File: src/hdl/dsf_pkg.sv
// ----------------------------------------------------------------------------
// dsf_pkg: shared types and constants for the damped 2-D spring block
// Fixed field widths, register codes and side-band records carried through
// the long arithmetic units.
// ----------------------------------------------------------------------------
`default_nettype none

package dsf_pkg;

	localparam int POS_W    = 32;  // position and velocity fields
	localparam int DIFF_W   = 33;  // end-to-end differences
	localparam int SQ_W     = 65;  // sum of squares
	localparam int LEN_W    = 33;  // internal length
	localparam int DIR_BITS = 30;  // fraction bits of the unit direction
	localparam int UNIT_W   = 32;  // direction component, signed
	localparam int EXT_W    = 35;  // extension and closing speed, signed
	localparam int CFG_W    = 31;  // register width
	localparam int IDX_W    = 2;   // register index width
	localparam int OUT_W    = 31;  // unsigned result fields

	typedef enum logic [IDX_W-1:0] {
		REG_REST_LENGTH = 2'd0,
		REG_STIFFNESS   = 2'd1,
		REG_DAMPING     = 2'd2
	} cfg_reg_t;

	// differences carried through the squaring and the root
	typedef struct packed {
		logic signed [DIFF_W-1:0] rvx;
		logic signed [DIFF_W-1:0] rvy;
		logic signed [DIFF_W-1:0] dx;
		logic signed [DIFF_W-1:0] dy;
	} geom_t;

	// carried through the direction dividers
	typedef struct packed {
		logic signed [DIFF_W-1:0] rvx;
		logic signed [DIFF_W-1:0] rvy;
		logic [LEN_W-1:0]         len;
		logic                     neg_x;
		logic                     neg_y;
	} dir_side_t;

	// carried through the speed multipliers
	typedef struct packed {
		logic signed [UNIT_W-1:0] ux;
		logic signed [UNIT_W-1:0] uy;
		logic signed [EXT_W-1:0]  ext;
		logic [LEN_W-1:0]         len;
	} unit_side_t;

endpackage

`default_nettype wire

File: src/hdl/dsf_sqrt.sv
// ----------------------------------------------------------------------------
// dsf_sqrt: pipelined integer square root
// One digit pair per stage, LEN_W stages, floor root of a SQ_W-bit value.
// ----------------------------------------------------------------------------
`default_nettype none

module dsf_sqrt #(
	parameter int SDW = 1
) (
	input  wire logic                      clk,
	input  wire logic                      arst_n,
	input  wire logic                      en,
	input  wire logic                      vin,
	input  wire logic [dsf_pkg::SQ_W-1:0]  x,
	input  wire logic [SDW-1:0]            side_in,
	output logic                           vout,
	output logic [dsf_pkg::LEN_W-1:0]      root,
	output logic [SDW-1:0]                 side_out
);

	localparam int STEPS = dsf_pkg::LEN_W;
	localparam int XW    = dsf_pkg::SQ_W + 1;
	localparam int RW    = dsf_pkg::LEN_W + 2;

	logic [XW-1:0]     x_s    [STEPS];
	logic [STEPS-1:0]  root_s [STEPS];
	logic [RW-1:0]     rem_s  [STEPS];
	logic [SDW-1:0]    side_s [STEPS];
	logic              v_s    [STEPS];

	for (genvar i = 0; i < STEPS; i++) begin : g_step
		localparam int K = STEPS - 1 - i;
		logic [XW-1:0]    xi;
		logic [STEPS-1:0] ri;
		logic [RW-1:0]    mi;
		logic [SDW-1:0]   si;
		logic             vi;
		logic [RW+1:0]    acc;
		logic [RW+1:0]    trial;

		if (i == 0) begin : g_first
			assign xi = {1'b0, x};
			assign ri = '0;
			assign mi = '0;
			assign si = side_in;
			assign vi = vin;
		end else begin : g_next
			assign xi = x_s[i-1];
			assign ri = root_s[i-1];
			assign mi = rem_s[i-1];
			assign si = side_s[i-1];
			assign vi = v_s[i-1];
		end

		assign acc   = {mi, xi[2*K+1 -: 2]};
		assign trial = (RW+2)'({ri, 2'b01});

		always_ff @(posedge clk or negedge arst_n) begin
			if (!arst_n) begin
				v_s[i] <= 1'b0;
			end else if (en) begin
				v_s[i] <= vi;
			end
		end

		always_ff @(posedge clk) begin
			if (en) begin
				x_s[i]    <= xi;
				side_s[i] <= si;
				if (acc >= trial) begin
					rem_s[i]  <= RW'(acc - trial);
					root_s[i] <= {ri[STEPS-2:0], 1'b1};
				end else begin
					rem_s[i]  <= acc[RW-1:0];
					root_s[i] <= {ri[STEPS-2:0], 1'b0};
				end
			end
		end
	end

	assign vout     = v_s[STEPS-1];
	assign root     = root_s[STEPS-1];
	assign side_out = side_s[STEPS-1];

endmodule

`default_nettype wire

File: config.mk
export PLATFORM = sky130hd
export DESIGN_NAME = dsf_sqrt
export DESIGN_NICKNAME = d
export VERILOG_FILES = /design/src/hdl/dsf_pkg.sv /design/src/hdl/dsf_sqrt.sv
export SDC_FILE = /design/constraint.sdc
export NUM_CORES = 2
export LEC_CHECK = 0
export BUFFER_PORTS_ARGS = -buffer_cell sky130_fd_sc_hd__clkbuf_2
export CORE_MARGIN = 2
export CORE_UTILIZATION = 66
export CTS_CLUSTER_DIAMETER = 80
export DETAILED_ROUTE_END_ITERATION = 8
export GPL_TIMING_DRIVEN = 0
export PLACE_DENSITY_LB_ADDON = 0.12
export SETUP_SLACK_MARGIN = 0.2
export SLEW_MARGIN = 20
export SYNTH_ARGS = -nofsm -noshare
export SYNTH_HDL_FRONTEND = slang
export SYNTH_MEMORY_MAX_BITS = 65536
export SYNTH_SLANG_ARGS = --single-unit
File: constraint.sdc
create_clock -name clk -period 10.2 [get_ports clk]
set_input_delay 2.04 -clock clk [delete_from_list [all_inputs] [get_ports clk]]
set_output_delay 2.04 -clock clk [all_outputs]
set_load 0.01 [all_outputs]
* Word level (Yosys, flattened, before mapping)
Memories as Yosys holds them, arrays and structs flattened. Index checks and enable logic that the tools add are counted.
Storage, ports and cells: output and inout port bits 35, RAM bits 4455, memories kept 4, bits of input ports 70, register bits after elaboration 33, logic and storage cells 435
Operators by class: $lt $le $gt $ge 33, bitwise logic cells 66, multiplexer cells 266, add/sub/neg operators 33
Memories:
- x_s | depth 33, bits a word 66, rd ports 32, clocked after Yosys merged registers in 0, wr ports 33, RTL line dsf_sqrt.sv:25 | logic [XW-1:0] x_s [STEPS];
- rem_s | depth 33, bits a word 35, rd ports 32, clocked after Yosys merged registers in 0, wr ports 33, RTL line dsf_sqrt.sv:27 | logic [RW-1:0] rem_s [STEPS];
- root_s | depth 33, bits a word 33, rd ports 33, clocked after Yosys merged registers in 0, wr ports 33, RTL line dsf_sqrt.sv:26 | logic [STEPS-1:0] root_s [STEPS];
- side_s | depth 33, bits a word 1, rd ports 33, clocked after Yosys merged registers in 0, wr ports 33, RTL line dsf_sqrt.sv:28 | logic [SDW-1:0] side_s [STEPS];
Operator list (number):
- $ge 37x35->1 | 32
- $mux 35 | 33
- $sub 35x35->35 | 32
- $mux 33 | 33
- $mux 1 | 200
- $or 1x1->1 | 66
- $sub 1x1->2 const B | 1
- $ge 1x1->1 const B | 1

* Longest topological paths before layout
An unclocked memory read counts as a cell.
depth in word-level cells 6, gate-level depth with buffers 15, gate-level depth less buffers 13

* Worst setup path after synthesis
Ideal clock, no wire load.
kind in2reg, start input en, end memory rem_s[31][0] in the netlist's numbering, enable pin, stages 5, required time 9.752 ns, arrival time 4.866 ns, setup slack 4.886 ns, cells stage by stage clkbuf_1 -> buf_1 -> clkbuf_1 -> clkbuf_1 -> clkbuf_1
RTL lines:
- from (decl) | RTL line dsf_sqrt.sv:12 | input wire logic en,
- to (decl) | RTL line dsf_sqrt.sv:27

==> metrics.cfg <==
[global_route]
top_usage_layer=met2
grtUsageMet1=0.359
track_usage=0.276
grt_remaining_overflow=0
globalRouteMet2Util=0.473
grt_antenna_before_repair=13
grt_pass1_vias=77751
grt_max_degree=108
grt_pass1_wl_mm=426
met3_usage=0.0374

[min_path]
holdPathStages=0
holdCritStartpoint=x_s[0][538]
hold_class=reg2reg
hold_path_end=x_s[0][604]

[clock_network]
path_clk_slew_ns=0.07
insertion_delay_ns=0.96
tritoncts=yes
cts_resized=0
cts.path.max_buffers=4
postCtsHoldBufs=0
cts_buffers=294
cts_setup_buffers=0
h-tree-depth=5
clockRootBuffer=clkbuf_16
cts.sinks=2746

[worst_setup_path]
reg2reg_depth=13
required_ns=10.92
r2r-start=root_s[29][0]
setup.worst_path.end_class=register
reg2reg_to=rem_s[30][0]
critical_path_class=in2reg
critPathLaunchType=primary input
critPathMaxFanout=90
r2r_setup_slack_ns=5.19
cp_data_arrival_time_ns=7.31

[pwr]
p_clk_frac=0.328
peakVddDrop_uv=318
swShare=0.276
p_comb_frac=0.193
leakagePower_nw=54.4
switchingPower_mw=8.75
powerDensity_nw_per_um2=223
intPower_mw=22.9
pwr-share-seq=0.479

[detailed_routing]
vias_per_cell=6.04
first_pass_iters=8
dr_total_vias=79282
avgRoutedWirePerCell_um=20.9
postRouteAntennaNets=0
drtIter0Drc=6919
drcViolationCount=0
routed_wl_mm=274

[floorplanning]
row_count=161
die_area_um2=197000
io_pins=105
die-width_um=444
die_y_um=444
core_um2=192000
start_util=0.664

[logic_synthesis]
synth_top_area_share=0.638
netlist_area_um2=128000
syn_inst=9938
synthAdderAreaFrac=0.0583
synth_edf_count=2712
synth_compound_area_frac=0.0920
synthArstFlopShare=0.0120
synth-seq-cells=2746
synth-main-ff-cell=edfxtp_1
yosysTopAreaCell=edfxtp_1
yosys.area_share.simple=0.106
syn_avg_cell_area_um2=12.8
ys_warn_count=0
synth_xor_xnor_area_share=0.0605
synth_top_family_by_area=simple AND/OR/NAND/NOR gates
synth_seq_area_share=0.644
synth.distinct_cells=96
muxShareOfSynthArea=0.00918
synth_area_leaders=edfxtp_1, ha_1, xor2_1
syn_nets=10603

[timing]
slew_viol_final=0
tns_ns=0
tightest_slew_ns=1.12
skew_ns=0.0705
maxSlewHeadroom=0.250
final.period_utilization=0.646
final-setup-viol-count=0
hold_ws_ns=0.361
min_period_ns=6.59
fmax_ghz=0.152
setup_slack_ns=3.61
hold_viol=0
rsz0062_at_grt=false

[cells_and_area]
final_common_cell=edfxtp_1
layout-drive-gt1-share=0.0761
areaGrowthSynthToFinish_pct=11.0
finish.instance_area_um2=142000
utilization=0.737
nets=11042
final_cell_mix=edfxtp_1, inv_1, nand2_1

[placed_design]
post-place-ws_ns=2.66
hpwl_mm=194
port_buffers=104
dpl-instance-area_um2=132000
gp_routability_congestion=0.956

[run_status]
outcome=complete, no violations

[run]
cap_violations=0

[logic make-up after synthesis]
group / count (synthesis)
buffers and inverters: 991
xor gates and xnor gates: 882
DFF: 2746
adders and majority gates: 595
muxes: 106
AOI/OAI and AO/OA: 1916
and+or+nand+nor: 2702
[worst max path at each step]
| stage | cells after the start | slack [ns] | startpoint | end |
|---|---|---|---|---|
| after floorplan | 5 | 4.89 | en | rem_s[31][0] |
| after detailed placement | 13 | 2.66 | en | rem_s[31][19] |
| after CTS | 13 | 3.61 | en | rem_s[31][22] |
| after global routing | 14 | 3.40 | en | rem_s[25][30] |
| final | 11 | 3.61 | en | rem_s[1][20] |
| after global placement | 10 | -17.01 | en | root_s[32][0] |
[power by group through the flow]
| stage | logic, mW | registers, mW | clock network (mW) |
|---|---|---|---|
| finish | 6.12 | 15.2 | 10.4 |
| global route | 6.79 | 15.3 | 11.0 |
| detailed placement | 5.99 | 15.4 | 0 |
| floorplan | 4.56 | 14.9 | 0 |
| global placement | 5.80 | 15.5 | 0 |
| CTS | 6.07 | 15.2 | 10.6 |
[critical path, stage by stage]
cell and delay (ns):
clkbuf_8 0.25, buf_16 0.40, clkbuf_2 0.62, buf_2 0.60, clkbuf_2 0.62, clkbuf_1 0.90
clkbuf_2 0.69, nand3_1 0.34, inv_1 0.22, nand2_1 0.19, o21ai_0 0.23
[Yosys cell counts, drive strengths merged, types with 66 or more instances]
cell	number
edfxtp	2712
inv	760
nand2	746
ha	595
a21oi	570
o21ai	570
nor2	536
xor2	454
xnor2	428
a21o	264
nor3	263
clkbuf	208
nand3	187
nor4	158
nand2b	131
o21a	114
or3	109
nand4	107
mux2	89
nor2b	86
and2	76
or2	66
[registers in the layout (all words and copies together), names as in the netlist]
name       flops
x_s         1056
g_step.vi     32
rem_s       1063
vout           1
side_s        33
root_s       561
[final cells by class]
class	count	area (um2)
antenna	4	10.0
buffer	230	983
clock buffer	353	7810
clock inverter	154	1510
fill	12102	50600
inverter	761	2860
multi-input combinational	6201	41700
sequential	2746	82300
tap	2526	3160
timing repair buffer	143	1450
[stage by stage]
stage | total power, mW | instances
2_1_floorplan | 19.5 | 9938
6_report | 31.7 | 13118
4_1_cts | 31.8 | 13113
3_5_place_dp | 21.3 | 12606
3_3_place_gp | 21.3 | 12568
5_1_grt | 33.0 | 13116
[routing by layer]
metal,up-vias,routed length [um]
met5,-,34
met4,6,11000
met3,693,15500
met2,2706,137000
met1,38299,111000
li1,37578,-
(Power assumes the default switching activity.)
